[config.mk]
export PLATFORM = sky130hd
export DESIGN_NAME = csla_queue
export DESIGN_NICKNAME = d
export VERILOG_FILES = /design/src/design/csla_pkg.sv /design/src/design/csla_queue.sv
export SDC_FILE = /design/constraint.sdc
export NUM_CORES = 1
export LEC_CHECK = 0
export ABC_AREA = 1
export BUFFER_PORTS_ARGS = -buffer_cell sky130_fd_sc_hd__buf_2
export CAP_MARGIN = 40
export CORE_MARGIN = 8
export CORE_UTILIZATION = 45
export DETAILED_ROUTE_END_ITERATION = 16
export PLACE_DENSITY = 0.68
export SLEW_MARGIN = 10
export SYNTH_ARGS = -nofsm -noshare
export SYNTH_HDL_FRONTEND = slang
export SYNTH_SLANG_ARGS = --single-unit
[constraint.sdc]
create_clock -name clk -period 5.6 [get_ports clk]
set_input_delay 0.56 -clock clk [delete_from_list [all_inputs] [get_ports clk]]
set_output_delay 0.56 -clock clk [all_outputs]
set_load 0.05 [all_outputs]
[src/design/csla_pkg.sv]
// ----------------------------------------------------------------------------
// csla_pkg
// types, codes and helpers shared by the call stack latency accounting block
// ----------------------------------------------------------------------------
package csla_pkg;

	localparam logic [2:0] CMD_ENTER     = 3'd0;
	localparam logic [2:0] CMD_ENTER_ARG = 3'd1;
	localparam logic [2:0] CMD_EXIT      = 3'd2;
	localparam logic [2:0] CMD_TAIL_EXIT = 3'd3;

	localparam logic [2:0] ST_OK       = 3'd0;
	localparam logic [2:0] ST_OLD      = 3'd1;
	localparam logic [2:0] ST_EMPTY    = 3'd2;
	localparam logic [2:0] ST_NO_MATCH = 3'd3;
	localparam logic [2:0] ST_FULL     = 3'd4;

	localparam logic [1:0] REG_RECURSIVE_ONLY  = 2'd0;
	localparam logic [1:0] REG_DEDUCE_SIBLINGS = 2'd1;

	localparam logic [5:0] CNT_MAX       = 6'd63;
	localparam logic [5:0] CNT_RECURSIVE = 6'd2;

	typedef enum logic [1:0] {
		K_OLD,
		K_ENTER,
		K_EXIT,
		K_OTHER
	} kind_t;

	typedef struct packed {
		kind_t       kind;
		logic [2:0]  tid;
		logic [9:0]  fid;
		logic [63:0] ts;
	} item_t;

	typedef struct packed {
		logic rec_only;
		logic deduce;
	} cfg_t;

	// depth counter word: mark on top, count below
	typedef struct packed {
		logic       mark;
		logic [5:0] cnt;
	} rec_t;

	typedef enum logic [3:0] {
		S_CLEAR,
		S_IDLE,
		S_UP,
		S_SINGLE,
		S_SEARCH,
		S_E_RD,
		S_E_FR,
		S_E_OUT,
		S_D_RD,
		S_D_FR,
		S_D_WR
	} bstate_t;

	// remainder by a constant through shifted compare and subtract
	function automatic logic [2:0] mod_tid(logic [2:0] v, int unsigned m);
		logic [31:0] r;
		r = 32'(v);
		for (int k = 2; k >= 0; k--) begin
			if (r >= (32'(m) << k))
				r = r - (32'(m) << k);
		end
		return r[2:0];
	endfunction

	function automatic logic [9:0] mod_fid(logic [9:0] v, int unsigned m);
		logic [31:0] r;
		r = 32'(v);
		for (int k = 9; k >= 0; k--) begin
			if (r >= (32'(m) << k))
				r = r - (32'(m) << k);
		end
		return r[9:0];
	endfunction

	function automatic rec_t rec_up(rec_t w);
		rec_t n;
		n.cnt  = (w.cnt < CNT_MAX) ? w.cnt + 6'd1 : w.cnt;
		n.mark = w.mark | (n.cnt == CNT_RECURSIVE);
		return n;
	endfunction

	function automatic rec_t rec_down(rec_t w);
		rec_t n;
		n.cnt  = (w.cnt != 6'd0) ? w.cnt - 6'd1 : w.cnt;
		n.mark = w.mark & (n.cnt != 6'd0);
		return n;
	endfunction

endpackage

[src/design/csla_queue.sv]
// ----------------------------------------------------------------------------
// csla_queue
// two-entry queue of classified items between front and back
// ----------------------------------------------------------------------------
module csla_queue import csla_pkg::*; (
	input  logic  clk,
	input  logic  arst_n,
	input  logic  push,
	input  item_t push_item,
	output logic  full,
	input  logic  pop,
	output logic  valid,
	output item_t head
);

	item_t      mem_q [2];
	logic       wr_q;
	logic       rd_q;
	logic [1:0] cnt_q;

	assign full  = (cnt_q == 2'd2);
	assign valid = (cnt_q != 2'd0);
	assign head  = mem_q[rd_q];

	always_ff @(posedge clk) begin
		if (push)
			mem_q[wr_q] <= push_item;
	end

	always_ff @(posedge clk or negedge arst_n) begin
		if (!arst_n) begin
			wr_q  <= 1'b0;
			rd_q  <= 1'b0;
			cnt_q <= 2'd0;
		end else begin
			if (push)
				wr_q <= !wr_q;
			if (pop)
				rd_q <= !rd_q;
			cnt_q <= cnt_q + 2'(push) - 2'(pop);
		end
	end

endmodule

=== Yosys cells after proc, flatten, opt, wreduce, memory -nomap -nowiden ===
Memory sizes are Yosys's and may differ from the RTL's.
Index checks and enable logic that the tools add are counted.

* Register bits after elaboration: 4
* Memory bits (writable): 158
* Input port bits: 83
* Output and inout bits: 81
* Word-level logic and storage cells: 12
* Memories: 1

* Add/sub/neg operators: 2
* Equality and inequality tests: 1
* Multiplexer cells: 2
* Reduce and logical (&&, ||, !) cells: 3

{| class="wikitable"
|+ Memory list
! memory !! words !! bits a word !! rd ports !! clocked after Yosys merged registers in !! write ports !! RTL line !! text
|-
| mem_q || 2 || 79 || 1 || 0 || 1 || csla_queue.sv:16 || <nowiki>item_t mem_q [2];</nowiki>
|}

{| class="wikitable"
|+ Operators with widths
! kind !! number
|-
| adder 2 x 1 -> 2 bit || 1
|-
| == test 2 bit (second input constant) || 1
|-
| zero test 1 bit || 2
|-
| 2-to-1 mux 1 bit || 2
|-
| nonzero test 2 bit || 1
|-
| subtractor 2 x 1 -> 2 bit || 1
|}

=== Depth between registers and ports, before layout ===
Gate-level depths: netlist of the first run.

* Depth in word-level cells: 2
* Depth in mapped cells: 7
* Gate-level depth less buffers: 7

=== Least setup slack after synthesis of the first run ===
No wires, ideal clock.

* Kind: input-to-reg
* From: in push
* To: mem mem_q[0][0] (netlist bit) (enable)
* Setup time: 0.519 ns
* Arrival time: 3.910 ns
* Required time: 5.081 ns
* Path slack: 1.171 ns
* Cell stages on the path: 2
* Path buffers: 0
* Cell sequence: inv_1 > nor2_1

* Longest elaborated chain between the ends: 2

{| class="wikitable"
|+ Ends and longest elaborated chain
! element !! RTL line !! text
|-
| start: declaration || csla_queue.sv:8 || <nowiki>input logic push,</nowiki>
|-
| 2-to-1 mux 1 bit || csla_queue.sv:26 || <nowiki>if (push)</nowiki>
|-
| 2-to-1 mux 1 bit (implied by the code) || csla_queue.sv:27 || <nowiki>mem_q[wr_q] <= push_item;</nowiki>
|-
| end: declaration || csla_queue.sv:16 ||
|}

Every way passes these cells.

==> results of run 1 <==
[stage by stage]
stage          instance area, µm²  power, mW  util, %
6_report                     7700       4.92     58.4
5_1_grt                      7700       5.18     58.4
4_1_cts                      7700       4.99     58.4
3_5_place_dp                 7030       3.71     53.3
3_3_place_gp                 7010       3.67     53.2
2_1_floorplan                6060       3.28        -
[cell type report]
class                      instances  area (µm²)  area share [%]
sequential                       162        4850            62.9
timing repair buffer             168         868            11.3
inverter                          86         324            4.21
clock buffer                      17         425            5.52
multi-input combinational        172         781            10.1
clock inverter                    15         235            3.05
tap                              176         220            2.86
[how the worst max path moves through the flow]
stage,start,endpoint,slack [ns],cells past startpoint
6_report,rd_q,head[69],2.50,4
5_1_grt,rd_q,head[69],2.23,4
4_1_cts,rd_q,head[69],2.45,4
3_5_place_dp,rd_q,head[69],2.91,4
3_3_place_gp,rd_q,head[77],2.94,4
2_1_floorplan,push,mem_q[0][0],1.17,2
[logic make-up after synthesis]
| group | synth area share (%) |
|---|---|
| flops | 79.9 |
| xor+xnor | 0.289 |
| buf+inv | 7.33 |
| simple gates | 5.53 |
| compound gates | 6.52 |
| fa+ha+maj | 0.413 |
[repair_timing]
action | CTS | global route
setup endpoints to repair | 0 | 0
hold endpoints to repair | 4 | 0
buffers inserted | 0 | 0
hold buffers | 1 | 0
[registers in the layout (all words and copies together) (netlist names)]
name and flops:
cnt_q 2, wr_q 1, mem_q 158, rd_q 1
[routing by layer]
metal	up-vias	global-route usage (%)	share of wire, %
li1	1811	-	-
met1	1688	15.4	41
met2	119	22.5	49
met3	17	6.14	8.5
met4	2	5.74	1.7
met5	-	0	0.068
[power groups by stage]
stage | Sequential, mW | Combinational (mW) | Clock [mW]
floorplan | 1.70 | 1.57 | 0
global placement | 1.76 | 1.91 | 0
detailed placement | 1.77 | 1.94 | 0
CTS | 1.75 | 1.94 | 1.30
global route | 1.78 | 2.05 | 1.36
finish | 1.74 | 1.91 | 1.27
[Yosys cell counts]
cell type | n | area, µm²
sky130_fd_sc_hd__inv_1 | 86 | 323
sky130_fd_sc_hd__dfrtp_1 | 4 | 100
sky130_fd_sc_hd__nand3_1 | 1 | 5.00
sky130_fd_sc_hd__o21ai_0 | 79 | 395
sky130_fd_sc_hd__buf_4 | 4 | 30.0
sky130_fd_sc_hd__buf_2 | 4 | 20.0
sky130_fd_sc_hd__ha_1 | 2 | 25.0
sky130_fd_sc_hd__nor2_1 | 2 | 7.51
sky130_fd_sc_hd__edfxtp_1 | 158 | 4740
sky130_fd_sc_hd__clkbuf_1 | 4 | 15.0
sky130_fd_sc_hd__xor2_1 | 2 | 17.5
sky130_fd_sc_hd__buf_6 | 5 | 56.3
sky130_fd_sc_hd__nand2_1 | 86 | 323
[critical path: stages, from the launching register on]
cell and delay, ns:
sky130_fd_sc_hd__dfrtp_4 0.90, sky130_fd_sc_hd__buf_4 0.64, sky130_fd_sc_hd__nand2_1 0.11, sky130_fd_sc_hd__o21ai_0 0.13
sky130_fd_sc_hd__buf_2 0.31
==> impl.org, run 1 <==
** Run status
- The flow ran to the end, and the final reports show no timing, DRC or antenna violations.

** Routing
- Post-detailed-route via-to-cell ratio :: roughly 4.6
- Count of unresolved DRC violations after routing :: 0
- The detailed router finished its first iteration with 227 violations.
- Post-detailed-route wirelength per cell :: about 15 µm
- Wires add up to approximately 12000 µm.
- Vias :: 3637
- Once detail routing completed, the nets flagged for antenna violations numbered 0.
- Iteration count of the initial detailed-routing pass :: 4

** Floorplan
- Die boundary height :: around 130 µm
- X dimension of the die :: roughly 130 µm
- Total number of placement rows :: between 40 and 50
- Starting density of the core :: 46.0%
- In this run the count of I/O pins placed on the die edge is 164.
- The die covers roughly 17000 µm².
- In this run the standard cell core region covers around 13000 µm².

** Power and ir drop
- Share of power burned in registers :: between 30% and 40%
- Power share of the clock group :: roughly a quarter
- The internal power of the cells totals 2.80 mW.
- In this run the power density over the cells is about 640 nW/µm².
- Of the total power, combinational logic draws around two fifths.
- Total net switching power :: around 2.1 mW
- Largest vdd supply drop :: roughly 0.39 mV
- In this run the static leakage power is around 3.3 nW.
- Of the total power, the share spent switching nets is between 40% and 50%.

** Placed design
- The HPWL after detailed placement is about 8100 µm.
- In this run, placement finished with an instance count of roughly 760.
- Weighted congestion at the end of routability-driven global placement :: approximately 0.72
- Input/output buffers :: ~160
- Place WS :: approximately 2.9 ns

** Timing
- Hold slack final :: around 0.33 ns
- Post-route clock skew :: roughly 0.0054 ns
- Setup repair after global routing missed its margin :: no
- Final Max Slew Viols :: 0
- In the final timing run, aggregate negative setup slack is 0 ns.
- Final clock period utilization by the worst path :: 55.3%
- Setup slack on the critical path of the routed design comes to around 2.5 ns.
- Finish-stage setup viols :: 0
- In this run the tightest slew margin relative to its limit is 51.6%.
- The number of failing hold endpoints at the final stage is 0.
- At the pin with the least slew margin, the transition time is between 0.7 and 0.8 ns.
- The worst path in the final design needs a cycle of approximately 3.1 ns, including I/O delays and setup.
- Derived from the worst setup path, the maximum achievable clock frequency is around 0.32 GHz.

** Yosys
- Number of warning messages in the yosys log :: 0
- Register bit total from synthesis :: about 160
- Dividing the synthesized area by the synthesized cell count gives 13.9 µm².
- Post-synthesis instance area :: ~6000 µm²
- Post-synthesis instance total :: approximately 440
- Number of library cell types mapped by synthesis :: 13
- Portion of the post-synthesis area used by sequential elements :: between 70% and 80%
- The number of nets handed over by synthesis was between 500 and 600.

** Job
- Max-cap viol count :: 0

** Clock network
- The number of gates resized after CTS was 0.
- The number of clock buffers added by TritonCTS is 17.
- TritonCTS built the clock tree.
- Clock latency on the worst-skew pair, taken at its later pin, is slightly above 0.4 ns.
- Buffer levels on the longest clock path :: 2
- The clock tree synthesis step divided the H-tree into 4 levels.
- The tree is rooted in a sky130_fd_sc_hd__clkbuf_16.
- CTS saw 162 sinks.
- Clock Pin Slew Worst Setup and Hold Paths :: roughly 0.06 ns

** Cells and area
- The finished layout holds between 700 and 800 standard cells, fillers aside.
- Area added between synthesis and finish :: 27.1%
- Most frequent cells in the layout :: sky130_fd_sc_hd__buf_2, sky130_fd_sc_hd__edfxtp_1, sky130_fd_sc_hd__nand2_1
- Most common cell after layout, fill and taps aside :: sky130_fd_sc_hd__buf_2
- For this run, the post-layout net count is slightly below 700.
- Cells with a size suffix above 1 make up 32.1% of the layout.
- The repair_antennas step left the layout with diodes totalling 0.
- Filler cell count :: roughly 1100

** GRT
- Initial antenna violation count :: 1
- The total overflow left after global routing is 0.
- Total GRT Usage :: 13.8%
- Pin count of the biggest net entering global routing :: between 80 and 90
- The first global-routing pass estimated around 19000 µm of wire.
- Vias in the first global route :: 3803

** Worst hold path
- Hold Path Sink :: mem_q[1][17]
- In this run the worst hold path is classified as primary input to flop.
- Hold Startpoint :: push_item[17]
- Number of instances on the worst hold path :: 1

** Critical path
- Worst setup EP type :: output port
- Required time of the worst setup path :: 5.04 ns
- Critical path arrival :: about 2.5 ns
- Setup slack on the worst reg-to-reg path comes out at approximately 3.6 ns.
- Max FO, Critical Path :: 84
- FF-to-FF Start :: wr_q
- The number of cells on the worst reg-to-reg path is 3.
- Worst reg2reg path endpoint :: mem_q[1][77]
- The worst setup path is launched from a flop.
- By startpoint and endpoint, the worst setup path is classified as flop to output port.
No activity file was read; power rests on OpenSTA's default activity.
==> inputs of run 2 (changes only) <==
- PLACE_DENSITY: 0.68 -> 0.71
- clock period: 5.6 -> 2.6 ns (I/O delays scaled with it)
==> impl.org, run 2 (synthesis gave the netlist of run 1 again) <==
** Cells and area
- Leaving out fill and tap cells, the most frequent cell in the layout is sky130_fd_sc_hd__buf_2.
- Of the cells placed in the final design, the portion with a size suffix greater than 1 is around 32%.
- Once layout is done, the placed cells without fillers occupy ~7600 µm².
- Largest register by flop count :: mem_q
- Leaving out fill and tap cells, the most frequent cells in the layout are sky130_fd_sc_hd__buf_2, sky130_fd_sc_hd__edfxtp_1, sky130_fd_sc_hd__nand2_1.
- Net count reported at finish :: approximately 700
- Number of flip-flops under the largest register name :: 158
- Area added between synthesis and finish :: 26.1%
- Top Registers :: mem_q: 158 flops, cnt_q: 2 flops
- At the end of the flow the core is filled with cells to just under 60%.
- Filler cell count :: 1079

** Timing
- Final Max Slew Viols :: 0
- Setup repair after global routing left no endpoint under its margin.
- Tmin final :: ~2.2 ns
- Pin slew with the least headroom to its limit :: about 0.53 ns
- Setup total negative slack :: 0 ns
- Post-route clock skew :: ~0.0039 ns
- Derived from the worst setup path, the maximum achievable clock frequency is around 0.45 GHz.
- Worst relative slew slack :: between 60% and 70%
- Number of endpoints with negative hold slack in the final report :: 0
- Across all setup checks in the final design, the least slack found is approximately 0.36 ns.
- Final clock period utilization by the worst path :: between 80% and 90%
- Setup violations remaining at the end of the flow were counted as 0.

** Clock network
- Clock insertion delay at the later pin of the skew report :: 0.41 ns
- In this run the post-CTS setup repair buffer count came out at 0.
- For this design, the sink count on the clock tree is roughly 160.
- TritonCTS built the clock tree.
- Buffers inserted to repair hold after CTS numbered 1.
- Buffer levels on the longest clock path :: 2
- Once the clock tree was built, the resizer swapped 0 gates to a different size.
- In this run the number of H-tree levels came out at 4.
- Root buffer selected by CTS :: sky130_fd_sc_hd__clkbuf_16
- After clock tree synthesis, the clock-pin slew on the worst setup and hold paths is 0.06 ns.
- Number of buffers created by CTS :: 17

** Routing
- Met2 WL post-DR :: 5690 µm
- The routed design uses approximately 960 µm of met3 wire.
- Post-detailed-route wirelength per cell :: 14.6 µm
- For this run, design rule violations remaining after detail routing come to 0.
- Iteration count of the initial detailed-routing pass :: 4
- For this block, the initial DRC count from the detailed router was around 270.
- The routed layout has approximately 3600 vias.
- Wire length the detailed router placed on met1 :: about 4800 µm
- Highest metal layer with signal wires :: met4
- WL final :: around 12000 µm
- Residual antenna-violating net count after detailed routing :: 0
- In the routed layout, each cell is associated on average with a via count of around 4.5.

** Floorplan
- Total number of placement rows :: 42
- For this configuration, the core starts out at a cell density of about 46%.
- The die covers between 15000 and 20000 µm².
- X dimension of the die :: 132 µm
- The core region is ~13000 µm².
- During I/O placement, the number of pins put on the boundary was roughly 160.
- Die boundary height :: 132 µm

** Power and ir drop
- Power spread over the standard cell area amounts to ~1300 nW/µm².
- Total net switching power :: between 4 and 5 mW
- Largest vdd supply drop :: about 0.84 mV
- Tot Pwr :: between 10 and 15 mW
- The analysis attributes to cell leakage a power of roughly 3.3 nW.
- Int Power :: 5.68 mW
- Power share of the clock group :: between 20% and 30%
- Share of total power consumed by net switching :: approximately 45%
- Of the total power, combinational logic draws 41.0%.
- In this run, flip-flops and latches consume between 30% and 40% of the power.

** GRT
- Summed over all layers, the global routing overflow is 0.
- Entering global routing, the biggest net connects 80 pins.
- Total GRT Usage :: between 10% and 20%
- Global-route wire length before repair :: ~19000 µm
- The via count of the first global-routing pass is 3805.
- Initial antenna violation count :: 1

** Critical path
- FF-to-FF Start :: wr_q
- Critical path arrival :: a little under 2 ns
- Data on the critical path is required at its endpoint by about 2.3 ns.
- The setup path with the least slack is of type flop to output port.
- In this run the critical register-to-register path is captured at mem_q[1][40].
- The worst setup path is launched from a flop.
- R2R cell count :: 3
- For flop-to-flop paths, the worst setup slack is 1.02 ns.
- Worst setup EP type :: output port
- Traced cell by cell, the critical path runs through buf_4 -> nand2_1 -> o21ai_0 -> buf_2.
- Among cell families on the critical path, the largest total delay comes from flip-flops.
- Buf/Inv on CP :: 2
- Of all nets on the critical path, the largest fanout is 47.
- For this run, the slowest stage of the critical path takes 0.70 ns.
- On the critical path, the stage with the largest delay is an instance of sky130_fd_sc_hd__dfrtp_4.

** Job
- Max-cap violations in this run came to 0.

** Worst hold path
- The path with the worst hold slack has its endpoint at mem_q[0][70].
- Hold Startpoint :: push_item[70]
- The worst hold path belongs to the class primary input to flop.
- Number of instances on the worst hold path :: 1

** Placed design
- OpenSTA, run right after detailed placement, puts the worst setup slack at 0.792 ns.
- The wire-length estimate of the detail-placed layout is approximately 8000 µm.
- Input/output buffers :: approximately 160
- Placed cell areas :: slightly above 7000 µm²
- The congestion estimate from routability-driven global placement came to 0.750.

** Run status
- The run finished with clean final reports.
## run 2: worst max path at each step
stage,endpoint,slack [ns],depth (start not counted),from
2_1_floorplan,mem_q[1][0],0.16,2,wr_q
3_3_place_gp,head[28],0.82,4,rd_q
3_5_place_dp,head[2],0.79,4,rd_q
4_1_cts,head[2],0.34,4,rd_q
5_1_grt,head[1],0.15,4,rd_q
6_report,head[2],0.36,4,rd_q
## run 2: power by group through the flow
stage	logic [mW]	clock network, mW	registers (mW)
floorplan	3.40	0	3.64
global placement	4.23	0	3.72
detailed placement	4.28	0	3.75
CTS	4.28	2.42	3.69
global route	4.51	2.52	3.75
finish	4.20	2.36	3.69
## run 2: cell type report
cell class	count	area, µm²	area share (%)
Tap cell	176	220	2.88
Inverter	86	324	4.24
Clock inverter	15	143	1.87
Timing Repair Buffer	170	896	11.7
Clock buffer	17	425	5.57
Antenna cell	2	5.00	0.0655
Sequential cell	162	4850	63.4
Multi-Input combinational cell	172	781	10.2
## run 2: layer usage
| metal | vias to the layer above | track usage, % |
|---|---|---|
| li1 | 1819 | - |
| met3 | 15 | 5.79 |
| met1 | 1664 | 15.2 |
| met4 | 0 | 6.25 |
| met5 | - | 0 |
| met2 | 116 | 22.2 |
## run 2: metrics by stage
stage / cells / hold WS [ns]
after global placement: 765 / 0.0774
after CTS: 798 / 0.0107
after detailed placement: 765 / 0.0786
after floorplan: 437 / -0.0356
after global routing: 799 / 0.0129
final: 800 / 0.0322
==> inputs of run 3 (changes only) <==
- ABC_AREA: 1 -> not set
- PLACE_DENSITY: 0.71 -> 0.7
==> impl.org, run 3 <==
** Run status
- Result of the run :: complete, no violations

** Routing
- Drt initial violations :: 150
- After detailed routing, the number of remaining DRC violations is 0.
- After detailed routing, the number of vias per cell comes to between 4 and 5.
- Residual antenna-violating net count after detailed routing :: 0
- Vias :: 3001
- Dividing the detail-routed wire length by the instance count gives 18.2 µm.
- Iteration count of the initial detailed-routing pass :: 4
- WL final :: about 12000 µm

** Placed design
- Once placement finished, the instance area stood at about 7300 µm².
- Detailed placement ended at an HPWL of ~7800 µm.
- Weighted congestion at the end of routability-driven global placement :: between 0.6 and 0.7
- Timing analysis after detailed placement gives a worst setup slack of 0.861 ns.
- During placement, the flow inserted port buffers numbering 163.

** GRT
- Pin count of the biggest net entering global routing :: 55
- The initial antenna violation count was 0.
- The first global-routing pass estimated between 15000 and 20000 µm of wire.
- Vias in the first global route :: between 3000 and 4000
- Residual overflow from global routing :: 0
- Global routing consumed, over all layers together, 13.0% of the routing resources.

** Timing
- For the pin with the worst max-slew slack, the measured transition is 0.624 ns.
- Setup repair after global routing left no endpoint under its margin.
- Final Max Slew Viols :: 0
- Worst relative slew slack :: ~58%
- Post-route clock skew :: between 0.006 and 0.007 ns
- Subtracting the final worst setup slack from the clock period gives roughly 2.2 ns.
- Dividing the final minimum period by the clock period gives 83.0%.
- Setup violations remaining at the end of the flow were counted as 0.
- The number of failing hold endpoints at the final stage is 0.
- After layout, the worst setup slack is ~0.44 ns.
- Timing would allow up to between 0.4 and 0.5 GHz.
- Setup total negative slack :: 0 ns
- Hold slack final :: roughly 0.026 ns

** Yosys
- Top-area cell type share of the netlist area :: 75.3%
- Sequential elements use 76.9% of the synthesized area.
- The cell count after synthesis came out at about 260.
- Post-synth EDFFs :: roughly 160
- Net Count, Synth :: between 300 and 400
- Counting flops with an async set or reset pin after synthesis yields a share of about 2.5%.
- Of the total synthesized cell area, the portion taken by AND, OR, NAND and NOR gates is 0.397%.
- After synthesis, the most frequently instantiated cells are sky130_fd_sc_hd__edfxtp_1, sky130_fd_sc_hd__mux2_4, sky130_fd_sc_hd__buf_12.
- Summing every instance area after synthesis gives between 6000 and 7000 µm².
- Register bit total from synthesis :: about 160
- Summed over all instances, the cell type with the most area after synthesis is sky130_fd_sc_hd__edfxtp_1.
- Most common cell in the synthesized netlist :: sky130_fd_sc_hd__edfxtp_1
- Top FF cell, synth :: sky130_fd_sc_hd__edfxtp_1
- Most area-consuming cells after synthesis :: sky130_fd_sc_hd__edfxtp_1, sky130_fd_sc_hd__mux2_4, sky130_fd_sc_hd__buf_12
- Number of library cell types mapped by synthesis :: 12
- Summing the areas of all compound-gate instances in the mapped netlist gives 0% of the synthesized area.
- The portion of synthesized area spent on multiplexers is roughly a fifth.
- By area, the combinational part of the netlist is dominated by multiplexers.
- Number of warning messages in the yosys log :: 0
- The synthesized netlist devotes 0.655% of its cell area to XOR and XNOR gates.
- After Yosys synthesis, full adders, half adders and majority gates account for less than 1% of the synthesized area.
- Average instance area after synthesis :: ~24 µm²

** Worst hold path
- Hold Startpoint :: push_item[67]
- Hold Path Sink :: mem_q[0][67]
- Counting instances, the worst hold path has a depth of 1.
- The worst hold path belongs to the class primary input to flop.

** Floorplan
- Total number of placement rows :: 43
- Core Footprint :: roughly 14000 µm²
- X dimension of the die :: 134 µm
- For this design the top-level I/O count stands at 164.
- Die area :: about 18000 µm²
- Starting density of the core :: between 40% and 50%
- Die boundary height :: around 130 µm

** Cells and area
- Leaving out fill and tap cells, the most frequent cell in the layout is sky130_fd_sc_hd__buf_2.
- Layout Cell Area excl Fill :: a little under 8000 µm²
- Of the cells placed in the final design, the portion with a size suffix greater than 1 is about three fifths.
- Antenna diode instance count :: 0
- Most frequent cells in the layout :: sky130_fd_sc_hd__buf_2, sky130_fd_sc_hd__edfxtp_1, sky130_fd_sc_hd__mux2_4
- Area added between synthesis and finish :: 26.1%
- Filler cell count :: roughly 1100
- The register with the most flip-flops in the layout has 158 of them.
- Largest register by flop count :: mem_q
- In the final layout, the registers with the most flip-flops are mem_q: 158 flops, cnt_q: 2 flops.
- The final layout contains 525 nets.

** Critical path
- For this run, the slowest stage of the critical path takes between 0.5 and 0.6 ns.
- The worst register-to-register path begins at wr_q.
- Ordered list of cells on the worst path :: buf_12 -> mux2_4 -> buf_2
- Required time of the worst setup path :: between 2 and 2.5 ns
- Grouping stages by cell kind, the critical path spends the most delay in flip-flops.
- The worst setup path is of the flop to output port kind.
- Buf/Inv on CP :: 2
- The number of cells on the worst reg-to-reg path is 2.
- Slowest-stage cell, CP :: sky130_fd_sc_hd__dfrtp_4
- Max FO, Critical Path :: 42
- Critical path arrival :: approximately 1.9 ns
- Worst setup EP type :: output port
- Worst reg2reg path endpoint :: mem_q[1][34]
- Across all register-to-register paths, the minimum setup slack is ~1 ns.
- Nature of the critical path startpoint :: flop

** Power and ir drop
- Proportion of power drawn by combinational gates :: around 40%
- The analysis attributes to cell leakage a power of between 3 and 4 nW.
- Power density of the placed cells :: approximately 1400 nW/µm²
- Across the VDD grid, the largest voltage drop is 0.674 mV.
- In this run the power spent charging and discharging nets is a little over 4 mW.
- The share of total power dissipated in sequential elements is about a third.
- Of the total power, the clock network draws 26.2%.
- Int Power :: 6.78 mW
- Share of total power consumed by net switching :: between 30 and 40%

** Clock network
- TritonCTS built the clock tree.
- The clock reaches the later pin of the worst-skew pair after 0.42 ns.
- CTS placed an instance of sky130_fd_sc_hd__clkbuf_16 at the clock tree root.
- Counting the buffers created by CTS gives 17.
- Clock-pin slew was measured on the worst setup and hold paths at 0.06 ns.
- CTS built an H-tree with a depth of 4.
- Post-CTS timing repair inserted 0 buffers for setup.
- # clock sinks :: about 160
- Buffer levels on the longest clock path :: 2

** Job
- Across the run, the number of max-cap violations was 0.
==> run 3: per-layer routing <==
| layer | global-route usage, % | part of all wire [%] | vias up |
|---|---|---|---|
| met1 | 14.2 | 40 | 1487 |
| met3 | 5.98 | 8.7 | 13 |
| met4 | 5.61 | 1.4 | 0 |
| li1 | - | - | 1390 |
| met2 | 21.5 | 50 | 111 |
| met5 | 0 | 0 | - |
==> run 3: cell type report <==
class                   count  area, µm²  share of cell area, %
repair buffers            169        901                   11.3
well taps                 180        225                   2.84
inverters                   2       7.51                 0.0945
clock buffers              21        440                   5.55
flip-flops and latches    162       4850                   61.0
clock inverters            11        233                   2.93
multi-input cells          88       1290                   16.2
==> run 3: timing repair <==
item | CTS | global route
hold buffers | 1 | 0
hold endpoints to repair | 4 | 0
gates resized for setup | 0 | 0
==> run 3: worst max path at each step <==
stage                     from     endpoint  cells after the start  slack (ns)
after floorplan           wr_q  mem_q[0][0]                      1        0.58
after global placement    rd_q     head[34]                      3        0.88
after detailed placement  rd_q     head[37]                      3        0.86
after CTS                 rd_q     head[37]                      3        0.41
after global routing      rd_q     head[51]                      3        0.38
final                     rd_q     head[35]                      3        0.44
==> run 3: cells by family (layout without fill, tap and decap cells) <==
logic type               count (synthesis)  count (layout)
buffers and inverters                   11             203
multiplexers                            79              79
adder cells (fa/ha/maj)                  2               2
AND/OR/NAND/NOR                          4               4
XOR/XNOR                                 3               3
flip-flops                             162             162
==> run 3: worst register-to-register path, delay by kind of cell, from the launching register on <==
kind | cells | cell delay [ns]
DFF | 1 | 0.43
and+or+nand+nor | 1 | 0.43
buffers and inverters | 1 | 0.35
==> run 3: power by group through the flow <==
stage,Clock [mW],Combinational (mW),Sequential (mW)
after floorplan,0,3.82,3.63
after global placement,0,4.37,3.68
after detailed placement,0,4.39,3.71
after CTS,2.89,4.40,3.66
after global routing,2.99,4.54,3.70
final,2.83,4.33,3.65
==> run 3: per-stage QoR <==
step	cells	total power [mW]	utilization (%)
floorplan	261	7.45	-
global placement	600	8.05	52.7
detailed placement	600	8.10	52.7
CTS	633	11.0	57.7
global route	633	11.2	57.7
finish	633	10.8	57.7
