--- src/design/csla_pkg.sv ---
// ----------------------------------------------------------------------------
// csla_pkg
// types, codes and helpers shared by the call stack latency accounting block
// ----------------------------------------------------------------------------
package csla_pkg;

	localparam logic [2:0] CMD_ENTER     = 3'd0;
	localparam logic [2:0] CMD_ENTER_ARG = 3'd1;
	localparam logic [2:0] CMD_EXIT      = 3'd2;
	localparam logic [2:0] CMD_TAIL_EXIT = 3'd3;

	localparam logic [2:0] ST_OK       = 3'd0;
	localparam logic [2:0] ST_OLD      = 3'd1;
	localparam logic [2:0] ST_EMPTY    = 3'd2;
	localparam logic [2:0] ST_NO_MATCH = 3'd3;
	localparam logic [2:0] ST_FULL     = 3'd4;

	localparam logic [1:0] REG_RECURSIVE_ONLY  = 2'd0;
	localparam logic [1:0] REG_DEDUCE_SIBLINGS = 2'd1;

	localparam logic [5:0] CNT_MAX       = 6'd63;
	localparam logic [5:0] CNT_RECURSIVE = 6'd2;

	typedef enum logic [1:0] {
		K_OLD,
		K_ENTER,
		K_EXIT,
		K_OTHER
	} kind_t;

	typedef struct packed {
		kind_t       kind;
		logic [2:0]  tid;
		logic [9:0]  fid;
		logic [63:0] ts;
	} item_t;

	typedef struct packed {
		logic rec_only;
		logic deduce;
	} cfg_t;

	// depth counter word: mark on top, count below
	typedef struct packed {
		logic       mark;
		logic [5:0] cnt;
	} rec_t;

	typedef enum logic [3:0] {
		S_CLEAR,
		S_IDLE,
		S_UP,
		S_SINGLE,
		S_SEARCH,
		S_E_RD,
		S_E_FR,
		S_E_OUT,
		S_D_RD,
		S_D_FR,
		S_D_WR
	} bstate_t;

	// remainder by a constant through shifted compare and subtract
	function automatic logic [2:0] mod_tid(logic [2:0] v, int unsigned m);
		logic [31:0] r;
		r = 32'(v);
		for (int k = 2; k >= 0; k--) begin
			if (r >= (32'(m) << k))
				r = r - (32'(m) << k);
		end
		return r[2:0];
	endfunction

	function automatic logic [9:0] mod_fid(logic [9:0] v, int unsigned m);
		logic [31:0] r;
		r = 32'(v);
		for (int k = 9; k >= 0; k--) begin
			if (r >= (32'(m) << k))
				r = r - (32'(m) << k);
		end
		return r[9:0];
	endfunction

	function automatic rec_t rec_up(rec_t w);
		rec_t n;
		n.cnt  = (w.cnt < CNT_MAX) ? w.cnt + 6'd1 : w.cnt;
		n.mark = w.mark | (n.cnt == CNT_RECURSIVE);
		return n;
	endfunction

	function automatic rec_t rec_down(rec_t w);
		rec_t n;
		n.cnt  = (w.cnt != 6'd0) ? w.cnt - 6'd1 : w.cnt;
		n.mark = w.mark & (n.cnt != 6'd0);
		return n;
	endfunction

endpackage

--- src/design/csla_front.sv ---
// ----------------------------------------------------------------------------
// csla_front
// accepts trace records, latches the first timestamp and classifies them
// ----------------------------------------------------------------------------
module csla_front import csla_pkg::*; (
	input  logic        clk,
	input  logic        arst_n,
	input  logic        in_valid,
	output logic        in_ready,
	input  logic [2:0]  cmd,
	input  logic [2:0]  tid,
	input  logic [9:0]  fid,
	input  logic [63:0] ts,
	output logic        push,
	output item_t       push_item,
	input  logic        q_full
);

	logic [63:0] first_stamp_q;
	logic [63:0] fs_eff;

	assign in_ready = !q_full;
	assign push     = in_valid && !q_full;
	assign fs_eff   = (first_stamp_q == 64'd0) ? ts : first_stamp_q;

	always_comb begin
		push_item.tid = tid;
		push_item.fid = fid;
		push_item.ts  = ts;
		priority if (ts < fs_eff)
			push_item.kind = K_OLD;
		else if (cmd == CMD_ENTER || cmd == CMD_ENTER_ARG)
			push_item.kind = K_ENTER;
		else if (cmd == CMD_EXIT || cmd == CMD_TAIL_EXIT)
			push_item.kind = K_EXIT;
		else
			push_item.kind = K_OTHER;
	end

	always_ff @(posedge clk or negedge arst_n) begin
		if (!arst_n) begin
			first_stamp_q <= 64'd0;
		end else if (push && first_stamp_q == 64'd0) begin
			first_stamp_q <= ts;
		end
	end

endmodule

--- config.mk ---
export PLATFORM = sky130hd
export DESIGN_NAME = csla_front
export DESIGN_NICKNAME = d
export VERILOG_FILES = /design/src/design/csla_pkg.sv /design/src/design/csla_front.sv
export SDC_FILE = /design/constraint.sdc
export NUM_CORES = 1
export LEC_CHECK = 0
export ABC_AREA = 1
export BUFFER_PORTS_ARGS = -buffer_cell sky130_fd_sc_hd__buf_2
export CAP_MARGIN = 10
export CORE_ASPECT_RATIO = 2
export CORE_MARGIN = 4
export CORE_UTILIZATION = 35
export DETAILED_ROUTE_END_ITERATION = 10
export PLACE_DENSITY = 0.69
export SKIP_CTS_REPAIR_TIMING = 1
export SYNTH_ARGS = -nofsm -noshare
export SYNTH_HDL_FRONTEND = slang
export SYNTH_SLANG_ARGS = --single-unit
--- constraint.sdc ---
create_clock -name clk -period 3 [get_ports clk]
set_input_delay 0.45 -clock clk [delete_from_list [all_inputs] [get_ports clk]]
set_output_delay 0.45 -clock clk [all_outputs]
set_load 0.03 [all_outputs]
# Word level (Yosys, flattened, before mapping)
# Index checks and enable logic that the tools add are counted.
[word_totals]
latchBits = 0
ramBits = 0
reg_bits = 64
mem_bits_ro = 0
mem_count = 0
[op_classes]
n_div = 0
mul = 0
n_reduce_logical = 7
muxes = 4
n_eq_ne = 3
n_shift = 0
n_bitwise = 0
order_cmp = 1
add_sub_neg = 0
[op_table]
columns = ["op", "n"]
rows = [
  ["logical NOT 64 bit", 1],
  ["less-than comparator 64 bit", 1],
  ["two-way mux 64 bit", 1],
  ["equality test 3 x 2 -> 1 bit (second input constant)", 2],
  ["two-way mux 2 bit", 2],
  ["equality test 3 x 1 -> 1 bit (second input constant)", 1],
  ["logical NOT 3 bit", 1],
  ["logical AND 1 bit", 2],
  ["logical OR 1 bit", 2],
  ["logical NOT 1 bit", 1],
  ["two-way mux 1 bit", 1],
]

# Logic depth before layout (Yosys ltp)
# Gate-level depths: netlist of run 1.
[logic_depth]
word_depth = 5
depth_mapped = 20

# Worst setup path after synthesis of run 1
# OpenSTA, ideal clock, no wires.
[synth_path]
kind = "register -> output"
start = "register first_stamp_q[63]"
end = "output port push_item[77] in the netlist's numbering"
slack_ns = -0.251
path_buffers = 2
required_time_ns = 2.550
stages_incl_launch_ff = 16
arrival_time_ns = 2.801
path_cell_list = "dfrtp_1 -> nor4_1 -> nand4_1 -> nor2_1 -> nand2_2 -> buf_6 -> buf_6 -> nand2_1 -> o21ai_2 -> ha_1 -> nand2_1 -> nor4_1 -> nand2_1 -> nor3b_1 -> nand2_1 -> a21oi_1"
[synth_rtl]
columns = ["element", "line", "text"]
rows = [
  ["start, declared", "csla_front.sv:19", "logic [63:0] first_stamp_q;"],
  ["start signal, assigned", "csla_front.sv:44", "first_stamp_q <= ts;"],
  ["end, declared", "csla_front.sv:15", "output item_t push_item,"],
]

==> key figures, run 1 <==
Route
  • Via-per-instance ratio: about 4.8
  • Vias: roughly 4800
  • Final ANT Viol Nets: 0
  • First DRT Iteration DRCs: roughly 180
  • Wirelength, routed: between 10000 and 15000 um
  • Drt pass-1 iters: 4
  • DRC viols: 0
  • Routed len/inst: approximately 14 um

Yosys
  • #FFs+latches synth: 64
  • Seq/Total Area, Yosys: 30.2%
  • Syn nets: approximately 860
  • Synth top area share: approximately 30%
  • Synthesized cell area: roughly 5300 um2
  • Cell variety after synth: 23
  • Adder-cell share of the synthesized area: 14.9%
  • Main combinational cell family by area after synthesis: simple AND/OR/NAND/NOR gates
  • Post-synthesis compound-gate area fraction: 10.8%
  • Mapped Avg Cell Area: between 7 and 8 um2
  • Post-synthesis mux area share: 0%
  • Area contributors post-synth: dfrtp_1 30%, ha_1 15%, nand2_1 12%, buf_4 11%, nand3_1 6.4%
  • Synth Area in Simple Gates: approximately a quarter
  • Synth Instances: between 700 and 800
  • XOR/XNOR Fraction of Synth Area: 0%
  • Synth area leader: dfrtp_1
  • Synth warnings: 0

Setup path
  • Crit path launch type: flip-flop
  • Reg2reg setup slack: slightly below 0.8 ns
  • Setup crit end: push_item[77]
  • Critical path arrival: ~3.5 ns
  • CP required: 2.55 ns
  • Critical Path Fanout Max: 12
  • Crit path kind: reg2out
  • Critical path launch point: first_stamp_q[39]$_DFFE_PN0P_
  • Worst reg-to-reg path cell count: 10
  • RR Startpoint: first_stamp_q[39]$_DFFE_PN0P_
  • Critical path capture point type: output pin
  • Reg2Reg Capture Point: first_stamp_q[33]$_DFFE_PN0P_

Hold path
  • Min-delay worst type: in2async

Die
  • Die X: 95.1 um
  • Die footprint: 17300 um2
  • Core box area: around 15000 um2
  • Die Y: approximately 180 um
  • Starting Density: between 30 and 40%
  • Boundary Pins: 165
  • Num rows: 63

Global route
  • Largest net degree at the start of global routing: 65
  • Grt total ovfl: 0
  • Initial antenna violation count: 0
  • Global-route wire length before repair: around 21000 um
  • Vias in the first global route: about 4500
  • Total GRT Usage: 15.7%

Timing
  • Clk_skew: roughly 0.0045 ns
  • Crit share post-route: 132%
  • Final Hold Fails: 0
  • Max-slew headroom: a little over half
  • Tightest hold margin: ~0.09 ns
  • Setup ws final: -0.965 ns
  • Max Slew Vio Count: 0
  • Worst slew pin tran: 0.698 ns
  • Setup TNS: -1.92 ns
  • # setup viols final: 2
  • Tmin final: 3.97 ns
  • RSZ-0062 raised after global routing: true
  • Fmax: approximately 0.25 GHz

Job
  • Max Cap Viol: 0

Cells and area
  • Share of layout cells above drive strength 1: 27.6%
  • Synth-to-layout area growth: 18.9%
  • Layout Nets: roughly 940
  • Biggest regs: first_stamp_q (64)
  • Fill count: between 1500 and 2000
  • Top reg by flops: first_stamp_q
  • Max reg flops: 64

Clocking
  • Clock root cell: clkbuf_16
  • Clock sinks: 64
  • CTS H-tree depth: 3
  • CTS clk-pin slew, worst paths: roughly 0.050 ns
  • CTS tree: built
  • Number of buffers created by CTS: 9
  • Clock Tree Buf Depth: 2
  • Clock Latency Late Sink: 0.33 ns

Run status
  • Failing checks: setup timing
  • Status: finished, violations left

Placement
  • HPWL Detailed: ~10000 um
  • Setup WS pre-CTS: -0.795 ns
  • Port Buffer Count: around 140
  • Routability congestion estimate: between 0.7 and 0.8

Power
  • Peak supply drop: around 0.21 mV
  • Pwr Density: 342 nW/um2
  • Design Power: between 2 and 2.5 mW
  • Pleak: around 3.3 nW
[worst min path at each step]
| stage | from | to | slack, ns | cells past startpoint |
|---|---|---|---|---|
| 3_3_place_gp | arst_n | first_stamp_q[38]$_DFFE_PN0P_ | 0.46 | 1 |
| 5_1_grt | arst_n | first_stamp_q[38]$_DFFE_PN0P_ | 0.13 | 1 |
| 2_1_floorplan | arst_n | first_stamp_q[0]$_DFFE_PN0P_ | 0.15 | 0 |
| 3_5_place_dp | arst_n | first_stamp_q[38]$_DFFE_PN0P_ | 0.47 | 1 |
| 4_1_cts | arst_n | first_stamp_q[38]$_DFFE_PN0P_ | 0.12 | 1 |
| 6_report | arst_n | first_stamp_q[38]$_DFFE_PN0P_ | 0.09 | 1 |
[cell usage after synthesis (all sizes together)]
cell and n:
nand2 176, buf 95, inv 76, nand3 68, o21ai 66, dfrtp 64, ha 63, a21oi 38
nor2 23, nor4 20, clkbuf 8, nand4 7, a21o 1, clkinv 1, nor3 1, nor3b 1
o21bai 1
[layout by cell type (no fill, tap or decap), types with 2 or more instances in the layout]
cell type | synthesis | layout
nand2_1 | 175 | 170
buf_2 | 1 | 135
inv_1 | 76 | 75
nand3_1 | 68 | 68
dfrtp_1 | 64 | 64
ha_1 | 63 | 63
o21ai_1 | 43 | 45
a21oi_1 | 38 | 36
buf_4 | 77 | 33
nor2_1 | 23 | 19
nor4_1 | 20 | 16
clkbuf_16 | 0 | 13
o21ai_0 | 13 | 11
o21ai_2 | 10 | 10
nand4_1 | 7 | 7
nand2_2 | 1 | 4
nor2_2 | 0 | 3
nor4_2 | 0 | 3
clkbuf_8 | 0 | 3
buf_6 | 14 | 3
buf_12 | 0 | 3
nand2_4 | 0 | 2
a21oi_4 | 0 | 2
clkbuf_1 | 8 | 2
[worst max-delay path, cell delays in order, from the launching register on]
cell,delay (ns)
dfrtp_1,0.37
nor4_1,0.27
buf_4,0.16
nand4_1,0.16
nor2_1,0.27
nand2_4,0.17
buf_16,0.19
buf_4,0.14
nand2_1,0.05
o21ai_1,0.06
ha_1,0.30
nand2_2,0.07
nor4_2,0.29
nor3b_4,0.28
nand2_4,0.09
a21oi_4,0.15
buf_6,0.14
[cell families (layout without fill, tap and decap cells)]
group	Yosys count	count (layout)
buf+inv	180	271
compound gates	106	106
simple gates	296	296
flops	64	64
other cells	0	1
fa+ha+maj	63	63
[layout make-up]
type | count | area [um2] | share of cell area (%)
sequential | 64 | 1600 | 25.4
timing repair buffer | 180 | 1160 | 18.4
multi-input combinational | 465 | 2740 | 43.4
inverter | 77 | 290 | 4.60
antenna | 1 | 2.50 | 0.0397
clock buffer | 14 | 274 | 4.34
tap | 195 | 244 | 3.87
[power by group]
group          leakage (nW)  switching [mW]  total, mW  internal (mW)
Clock                 0.135           0.350      0.967          0.617
Sequential            0.560               0      0.865          0.865
Combinational          2.64           0.232      0.323         0.0914
[layer usage]
metal	global-route usage, %	part of all wire [%]	vias up
met4	6.82	2.7	0
met5	0	0	-
met1	17.0	38	2217
met2	29.4	56	100
li1	-	-	2440
met3	2.02	3.6	24
[through the flow]
step	util [%]	instance area (um2)	std cells
2_1_floorplan	-	5340	709
3_3_place_gp	39.1	5800	974
3_5_place_dp	39.1	5800	974
4_1_cts	41.0	6070	988
5_1_grt	42.6	6310	995
6_report	42.6	6310	996
(Power assumes the default switching activity.)
==> run 2: changes to the inputs <==
==> constraint.sdc (replaced) <==
create_clock -name clk -period 3.4 [get_ports clk]
set_input_delay 0.51 -clock clk [delete_from_list [all_inputs] [get_ports clk]]
set_output_delay 0.51 -clock clk [all_outputs]
set_load 0.03 [all_outputs]
==> run 2 against run 1 <==
  * The run still ends with setup timing left
  * Critical path depth is 2 higher
  * Clock-buffer cell count is 2 lower
  * Largest power group unchanged
  * Flip-flop and latch count stayed put
  * Sequential power is 12% lower
  * Sequential share of layout area is 0.72 points lower
  * Cell count is 0.50% higher
  * Clock skew is 0.0049 ns higher
  * Setup slack better by 0.41 ns
  * Register-to-register slack better by 0.31 ns
  * Worst hold slack better by 0.28 ns
  * Combinational power is 11% lower
  * Via count is 2.2% higher
  * Highest routed layer unchanged
==> key figures, run 2 (synthesis results as in run 1) <==
Run status
  • Status: finished, violations left (unchanged)
  • Failing checks: setup timing (unchanged)

Cells and area
  • Commonest non-fill, non-tap cells in the layout: 166 x nand2_1, 135 x buf_2, 75 x inv_1 (was 170 x nand2_1, 135 x buf_2, 75 x inv_1)
  • Antenna Cells: 0 (was 1)
  • Post-route cell area: 6490 um2 (was 6310 um2)
  • Share of layout cells above drive strength 1: 30.9% (was 27.6%)
  • Synth-to-layout area growth: 22.4% (was 18.9%)
  • Layout Nets: 949 (was 944)
  • Max reg flops: 64 (unchanged)
  • Final core utilization: 43.8% (was 42.6%)
  • Top reg by flops: first_stamp_q (unchanged)
  • Biggest regs: first_stamp_q (64) (unchanged)
  • Most common cell after layout, fill and taps aside: nand2_1 (unchanged)

Global route
  • Largest net degree at the start of global routing: 65 (unchanged)
  • Most used routing layer: met2 (unchanged)
  • Initial antenna violation count: 0 (unchanged)
  • Met3 Use GR: 2.10% (was 2.02%)
  • Global-route wire length before repair: 20800 um (was 21400 um)
  • Total GRT Usage: 15.3% (was 15.7%)
  • Met2 Use GR: 30.2% (was 29.4%)
  • Met1 Track Usage GR: 15.3% (was 17.0%)
  • Grt total ovfl: 0 (unchanged)
  • Vias in the first global route: 4692 (was 4547)

Setup path
  • Max incr delay on CP: 0.39 ns (was 0.37 ns)
  • CP Cell Sequence: nor4_2 > buf_4 > nand4_1 > nor2_2 > nand2_4 > buf_12 > buf_12 > buf_4 > nand2_1 > o21ai_1 > ha_1 > nand2_1 > nor2_2 > nand4_1 > nor3b_2 > nand2_2 > a21oi_2 > buf_6 (was nor4_1 > buf_4 > nand4_1 > nor2_1 > nand2_4 > buf_16 > buf_4 > nand2_1 > o21ai_1 > ha_1 > nand2_2 > nor4_2 > nor3b_4 > nand2_4 > a21oi_4 > buf_6)
  • Critical path arrival: 3.44 ns (was 3.52 ns)
  • CP delay by family, top: simple AND/OR/NAND/NOR gates (unchanged)
  • Worst reg-to-reg path cell count: 11 (was 10)
  • Crit path kind: reg2out (unchanged)
  • Crit path max-delay cell type: dfrtp_1 (unchanged)
  • Critical Path Fanout Max: 6 (was 12)
  • WP depth: 18 (was 16)
  • Buf/Inv on CP: 5 (was 4)
  • Crit path launch type: flip-flop (unchanged)
  • Critical path capture point type: output pin (unchanged)
  • CP required: 2.89 ns (was 2.55 ns)

Timing
  • Max Slew Vio Count: 0 (unchanged)
  • Tmin final: 3.95 ns
  • Max-slew headroom: 42.3% (was 53.5%)
  • Crit share post-route: 116%
  • Setup TNS: -1.10 ns (was -1.92 ns)
  • Worst slew pin tran: 0.865 ns (was 0.698 ns)
  • Final Hold Fails: 0 (unchanged)
  • Setup ws final: -0.554 ns (was -0.965 ns)
  • # setup viols final: 2 (unchanged)
  • RSZ-0062 raised after global routing: true (unchanged)
  • Fmax: around 0.25 GHz
  • Clk_skew: 0.00940 ns (was 0.00449 ns)

Hold path
  • Min-delay worst type: in2async (unchanged)

Route
  • Drt pass-1 iters: 4 (unchanged)
  • Wirelength, routed: 14000 um (was 13800 um)
  • Vias: 4887 (was 4781)
  • DRC viols: 0 (unchanged)
  • Via-per-instance ratio: 4.88 (was 4.80)
  • Final ANT Viol Nets: 0 (unchanged)
  • First DRT Iteration DRCs: 113 (was 175)
  • Routed len/inst: 14.0 um (was 13.8 um)

Power
  • Peak supply drop: 0.214 mV (was 0.209 mV)
  • Design Power: 2.06 mW (was 2.16 mW)
  • Pleak: 3.36 nW (was 3.33 nW)
  • Pwr Density: 317 nW/um2 (was 342 nW/um2)

Clocking
  • Clock Latency Late Sink: 0.33 ns (about the same)
  • Clock Tree Buf Depth: 2 (unchanged)
  • Clock root cell: clkbuf_16 (unchanged)
  • CTS tree: built (unchanged)
  • CTS H-tree depth: 3 (unchanged)
  • Clock sinks: 64 (unchanged)
  • CTS clk-pin slew, worst paths: 0.06 ns (was 0.05 ns)
  • Number of buffers created by CTS: 9 (unchanged)

Placement
  • Port Buffer Count: 137 (unchanged)
  • HPWL Detailed: 10200 um (was 10300 um)
  • DP Area: 5780 um2 (was 5800 um2)
  • Routability congestion estimate: 0.763 (was 0.772)

Die
  • Die X: 95.1 um (unchanged)
  • Starting Density: 35.8% (unchanged)
  • Boundary Pins: 165 (unchanged)
  • Core box area: 14800 um2 (unchanged)
  • Num rows: 63 (unchanged)
  • Die Y: 182 um (unchanged)
  • Die footprint: 17300 um2 (unchanged)

Job
  • Max Cap Viol: 0 (unchanged)
[run 2: cell types whose count changed in the layout (fill, tap and decap cells not counted), sizes merged]
cell	before	now
buf	176	179
bufinv	0	2
clkinv	1	2
diode	1	0
[run 2: report_power, final]
| part | leakage (nW) | switching (mW) | internal (mW) |
|---|---|---|---|
| Clock | 0.159 | 0.333 | 0.677 |
| Sequential | 0.560 | 0 | 0.762 |
| Combinational | 2.64 | 0.208 | 0.0801 |
[run 2: path summary, 6_finish.rpt]
check	from	endpoint	slack, ns
max reg2reg	first_stamp_q[27]$_DFFE_PN0P_	first_stamp_q[44]$_DFFE_PN0P_	1.09
max	first_stamp_q[27]$_DFFE_PN0P_	push_item[77]	-0.55
min	arst_n	first_stamp_q[39]$_DFFE_PN0P_	0.37
min in group clk	ts[0]	first_stamp_q[0]$_DFFE_PN0P_	0.45
max in group asynchronous	arst_n	first_stamp_q[9]$_DFFE_PN0P_	2.46
min reg2reg	first_stamp_q[46]$_DFFE_PN0P_	first_stamp_q[46]$_DFFE_PN0P_	0.47
[run 2: metal layers]
| metal | part of all wire [%] | routed length (um) |
|---|---|---|
| met1 | 36 | 5090 |
| met2 | 57 | 8010 |
| met3 | 3.6 | 503 |
| met4 | 2.8 | 390 |
| met5 | 0 | 0 |
[run 2: layout make-up]
class,instances,area (um2)
fill,1586,8320
timing repair buffer,185,1230
multi-input combinational,465,2810
inverter,77,290
tap,195,244
clock buffer,12,256
clock inverter,3,65.1
sequential,64,1600
[run 2: per-stage QoR]
step	worst slack [ns]	std cells	hold slack (ns)
finish	-0.554	1001	0.373
global route	-0.868	1001	0.452
CTS	-0.658	990	0.414
detailed placement	-0.284	975	0.466
global placement	-0.253	975	0.459
floorplan	0.0893	709	0.214
[run 2: worst register-to-register path: stages (launching register included)]
cell and delay (ns):
dfrtp_1 0.39, nor4_2 0.31, buf_4 0.16, nand4_1 0.13
nor2_2 0.19, nand2_4 0.12, buf_8 0.16, clkinv_2 0.14
buf_4 0.14, buf_4 0.27, nand3_1 0.15, nand2_1 0.09
==> run 3: changes to the inputs <==
--- a/config.mk
+++ b/config.mk
@@ -12,7 +12,8 @@
 export CORE_MARGIN = 4
 export CORE_UTILIZATION = 35
 export DETAILED_ROUTE_END_ITERATION = 10
-export PLACE_DENSITY = 0.69
+export HOLD_SLACK_MARGIN = 0.02
+export PLACE_DENSITY = 0.67
 export SKIP_CTS_REPAIR_TIMING = 1
 export SYNTH_ARGS = -nofsm -noshare
 export SYNTH_HDL_FRONTEND = slang
==> constraint.sdc (replaced) <==
create_clock -name clk -period 4.55 [get_ports clk]
set_input_delay 0.6825 -clock clk [delete_from_list [all_inputs] [get_ports clk]]
set_output_delay 0.6825 -clock clk [all_outputs]
set_load 0.03 [all_outputs]
==> run 3 against run 2 <==
  * The flow now finishes without violations
  * Setup slack improved by 0.91 ns
  * Via count fell by 4.2%
  * Routed wire length shrank 6.6%
  * Clock power fell by 15%
  * Clock skew decreased by 0.0039 ns
  * Critical path type unchanged
  * Largest cell class unchanged
==> key figures, run 3 (synthesis results as in run 1) <==
Clocking
  • Number of buffers created by CTS: 9 (unchanged)
  • CTS tree: built (unchanged)
  • Clock Latency Late Sink: 0.33 ns (about the same)
  • CTS clk-pin slew, worst paths: 0.06 ns (about the same)
  • CTS H-tree depth: 3 (unchanged)
  • Clock sinks: 64 (unchanged)
  • Clock Tree Buf Depth: 2 (unchanged)
  • Clock root cell: clkbuf_16 (unchanged)

Timing
  • Worst slew pin tran: 0.753 ns (was 0.865 ns)
  • Final Hold Fails: 0 (unchanged)
  • Setup TNS: 0 ns (was -1.10 ns)
  • Tmin final: 4.19 ns
  • Crit share post-route: 92.1%
  • # setup viols final: 0 (was 2)
  • Fmax: 0.239 GHz
  • Clk_skew: 0.00554 ns (was 0.00940 ns)
  • Tightest hold margin: 0.421 ns (was 0.373 ns)
  • Max-slew headroom: 49.8% (was 42.3%)
  • Max Slew Vio Count: 0 (unchanged)

Cells and area
  • Synth-to-layout area growth: 12.2% (was 22.4%)
  • Biggest regs: first_stamp_q (64) (unchanged)
  • Register area: 1600 um2 (unchanged)
  • Max reg flops: 64 (unchanged)
  • Fill count: 1636 (was 1586)
  • Multi-input gate area: 2680 um2 (was 2810 um2)
  • Post-route cell area: 5950 um2 (was 6490 um2)
  • Most common cell after layout, fill and taps aside: nand2_1 (unchanged)
  • Share of layout cells above drive strength 1: 23.7% (was 30.9%)
  • Top reg by flops: first_stamp_q (unchanged)
  • Layout Nets: 910 (was 949)
  • Commonest non-fill, non-tap cells in the layout: 175 x nand2_1, 137 x buf_2, 76 x inv_1 (was 166 x nand2_1, 135 x buf_2, 75 x inv_1)

Setup path
  • Critical path capture point type: output pin (unchanged)
  • WP depth: 17 (was 18)
  • Crit path kind: reg2out (unchanged)
  • Max incr delay on CP: 0.40 ns (was 0.39 ns)
  • Buf/Inv on CP: 3 (was 5)
  • Critical Path Fanout Max: 34 (was 6)
  • Critical path arrival: 3.51 ns (was 3.44 ns)
  • Worst reg-to-reg path cell count: 8 (was 11)
  • CP required: 3.87 ns (was 2.89 ns)
  • CP Cell Sequence: nor4_2 > nand4_1 > nor2_2 > nand2_4 > buf_4 > nand2_1 > o21ai_2 > ha_1 > nand2_1 > nor2_1 > nand4_1 > inv_1 > nand2_1 > nor3b_1 > nand2_1 > a21oi_1 > buf_2 (was nor4_2 > buf_4 > nand4_1 > nor2_2 > nand2_4 > buf_12 > buf_12 > buf_4 > nand2_1 > o21ai_1 > ha_1 > nand2_1 > nor2_2 > nand4_1 > nor3b_2 > nand2_2 > a21oi_2 > buf_6)
  • Crit path max-delay cell type: nor4_2 (was dfrtp_1)
  • CP delay by family, top: simple AND/OR/NAND/NOR gates (unchanged)
  • Most frequent CP cell: nand2_1
  • Crit path launch type: flip-flop (unchanged)

Route
  • Metal1 wirelength: 4840 um (was 5090 um)
  • Via-per-instance ratio: 4.86 (was 4.88)
  • Highest routed layer: met4 (unchanged)
  • DRC viols: 0 (unchanged)
  • Wirelength, routed: 13100 um (was 14000 um)
  • Met2 routed WL: 7550 um (was 8010 um)
  • Final ANT Viol Nets: 0 (unchanged)
  • Vias: 4681 (was 4887)
  • Routed wl met3: 416 um (was 503 um)
  • Routed len/inst: 13.6 um (was 14.0 um)
  • Drt pass-1 iters: 4 (unchanged)
  • First DRT Iteration DRCs: 169 (was 113)

Job
  • Max Cap Viol: 0 (unchanged)

Global route
  • Vias in the first global route: 4703 (was 4692)
  • Total GRT Usage: 15.7% (was 15.3%)
  • Largest net degree at the start of global routing: 65 (unchanged)
  • Global-route wire length before repair: 21400 um (was 20800 um)
  • Grt total ovfl: 0 (unchanged)
  • Initial antenna violation count: 1 (was 0)

Run status
  • Status: completed (was finished, violations left)

Placement
  • Routability congestion estimate: 0.771 (was 0.763)
  • Port Buffer Count: 137 (unchanged)
  • HPWL Detailed: 10100 um (was 10200 um)
  • DP Area: 5550 um2 (was 5780 um2)

Power
  • Sequential share of power: 34.8% (was 37.0%)
  • Internal: 1.23 mW (was 1.52 mW)
  • Pwr Density: 275 nW/um2 (was 317 nW/um2)
  • Net Sw Frac: 24.9% (was 26.3%)
  • Sw Pwr: 408 uW (was 541 uW)
  • Comb pwr share: 12.7% (was 14.0%)
  • Pleak: 3.10 nW (was 3.36 nW)
  • Clock power frac: 52.6% (was 49.0%)
  • Peak supply drop: 0.151 mV (was 0.214 mV)
  • Design Power: 1.64 mW (was 2.06 mW)

Die
  • Die footprint: 17300 um2 (unchanged)
  • Starting Density: 35.8% (unchanged)
  • Core box area: 14800 um2 (unchanged)
  • Num rows: 63 (unchanged)
  • Boundary Pins: 165 (unchanged)
  • Die X: 95.1 um (unchanged)
  • Die Y: 182 um (unchanged)

Hold path
  • Min-delay worst type: in2async (unchanged)
run 3: changes by cell type in the layout (fill, tap and decap cells not counted), moves of 4 or more:
cell / change
a21oi_1: +11
a21oi_2: -11
buf_4: -27
buf_6: -4
clkbuf_16: -6
nand2_1: +9
nand2_2: -8
run 3: routing by layer:
layer,vias up,track usage [%]
met5,-,0
met4,0,6.19
met3,20,2.06
met2,80,30.4
met1,2209,16.3
li1,2372,-
run 3: power groups by stage:
| stage | clock, mW | sequential (mW) | combinational, mW |
|---|---|---|---|
| after floorplan | 0 | 0.580 | 0.163 |
| after global placement | 0 | 0.580 | 0.209 |
| after detailed placement | 0 | 0.580 | 0.212 |
| after CTS | 0.878 | 0.569 | 0.212 |
| after global routing | 0.902 | 0.569 | 0.229 |
| final | 0.861 | 0.569 | 0.207 |
run 3: area by class of cell:
| type | instances | share of cell area [%] |
|---|---|---|
| Antenna cell | 1 | 0.0420 |
| Tap cell | 195 | 4.10 |
| Multi-Input combinational cell | 465 | 45.0 |
| Clock inverter | 6 | 2.19 |
| Clock buffer | 10 | 4.01 |
| Sequential cell | 64 | 26.9 |
| Inverter | 77 | 4.87 |
| Timing Repair Buffer | 146 | 12.9 |
run 3: final timing paths:
path                                                    start                             to  slack (ns)
worst max-delay path            first_stamp_q[27]$_DFFE_PN0P_                  push_item[78]        0.36
worst min-delay path                                   arst_n  first_stamp_q[27]$_DFFE_PN0P_        0.42
worst max register to register  first_stamp_q[27]$_DFFE_PN0P_  first_stamp_q[18]$_DFFE_PN0P_        2.34
worst min register to register   first_stamp_q[4]$_DFFE_PN0P_   first_stamp_q[4]$_DFFE_PN0P_        0.48
max in group asynchronous                              arst_n  first_stamp_q[30]$_DFFE_PN0P_        3.18
min in group clk                 first_stamp_q[4]$_DFFE_PN0P_   first_stamp_q[4]$_DFFE_PN0P_        0.48
run 3: per-stage QoR:
stage	worst slack, ns	utilization [%]	instances
global placement	0.499	37.4	947
floorplan	1.07	-	709
finish	0.359	40.2	964
detailed placement	0.473	37.4	947
CTS	0.107	39.9	963
global route	-0.0179	40.2	964
run 3: worst reg2reg max path, stage by stage (launching register included):
cell	delay, ns
dfrtp_1	0.39
nor4_2	0.40
nand4_1	0.19
nor2_2	0.19
nand2_4	0.14
clkinv_2	0.25
buf_4	0.36
nand3_1	0.13
nand2_1	0.09
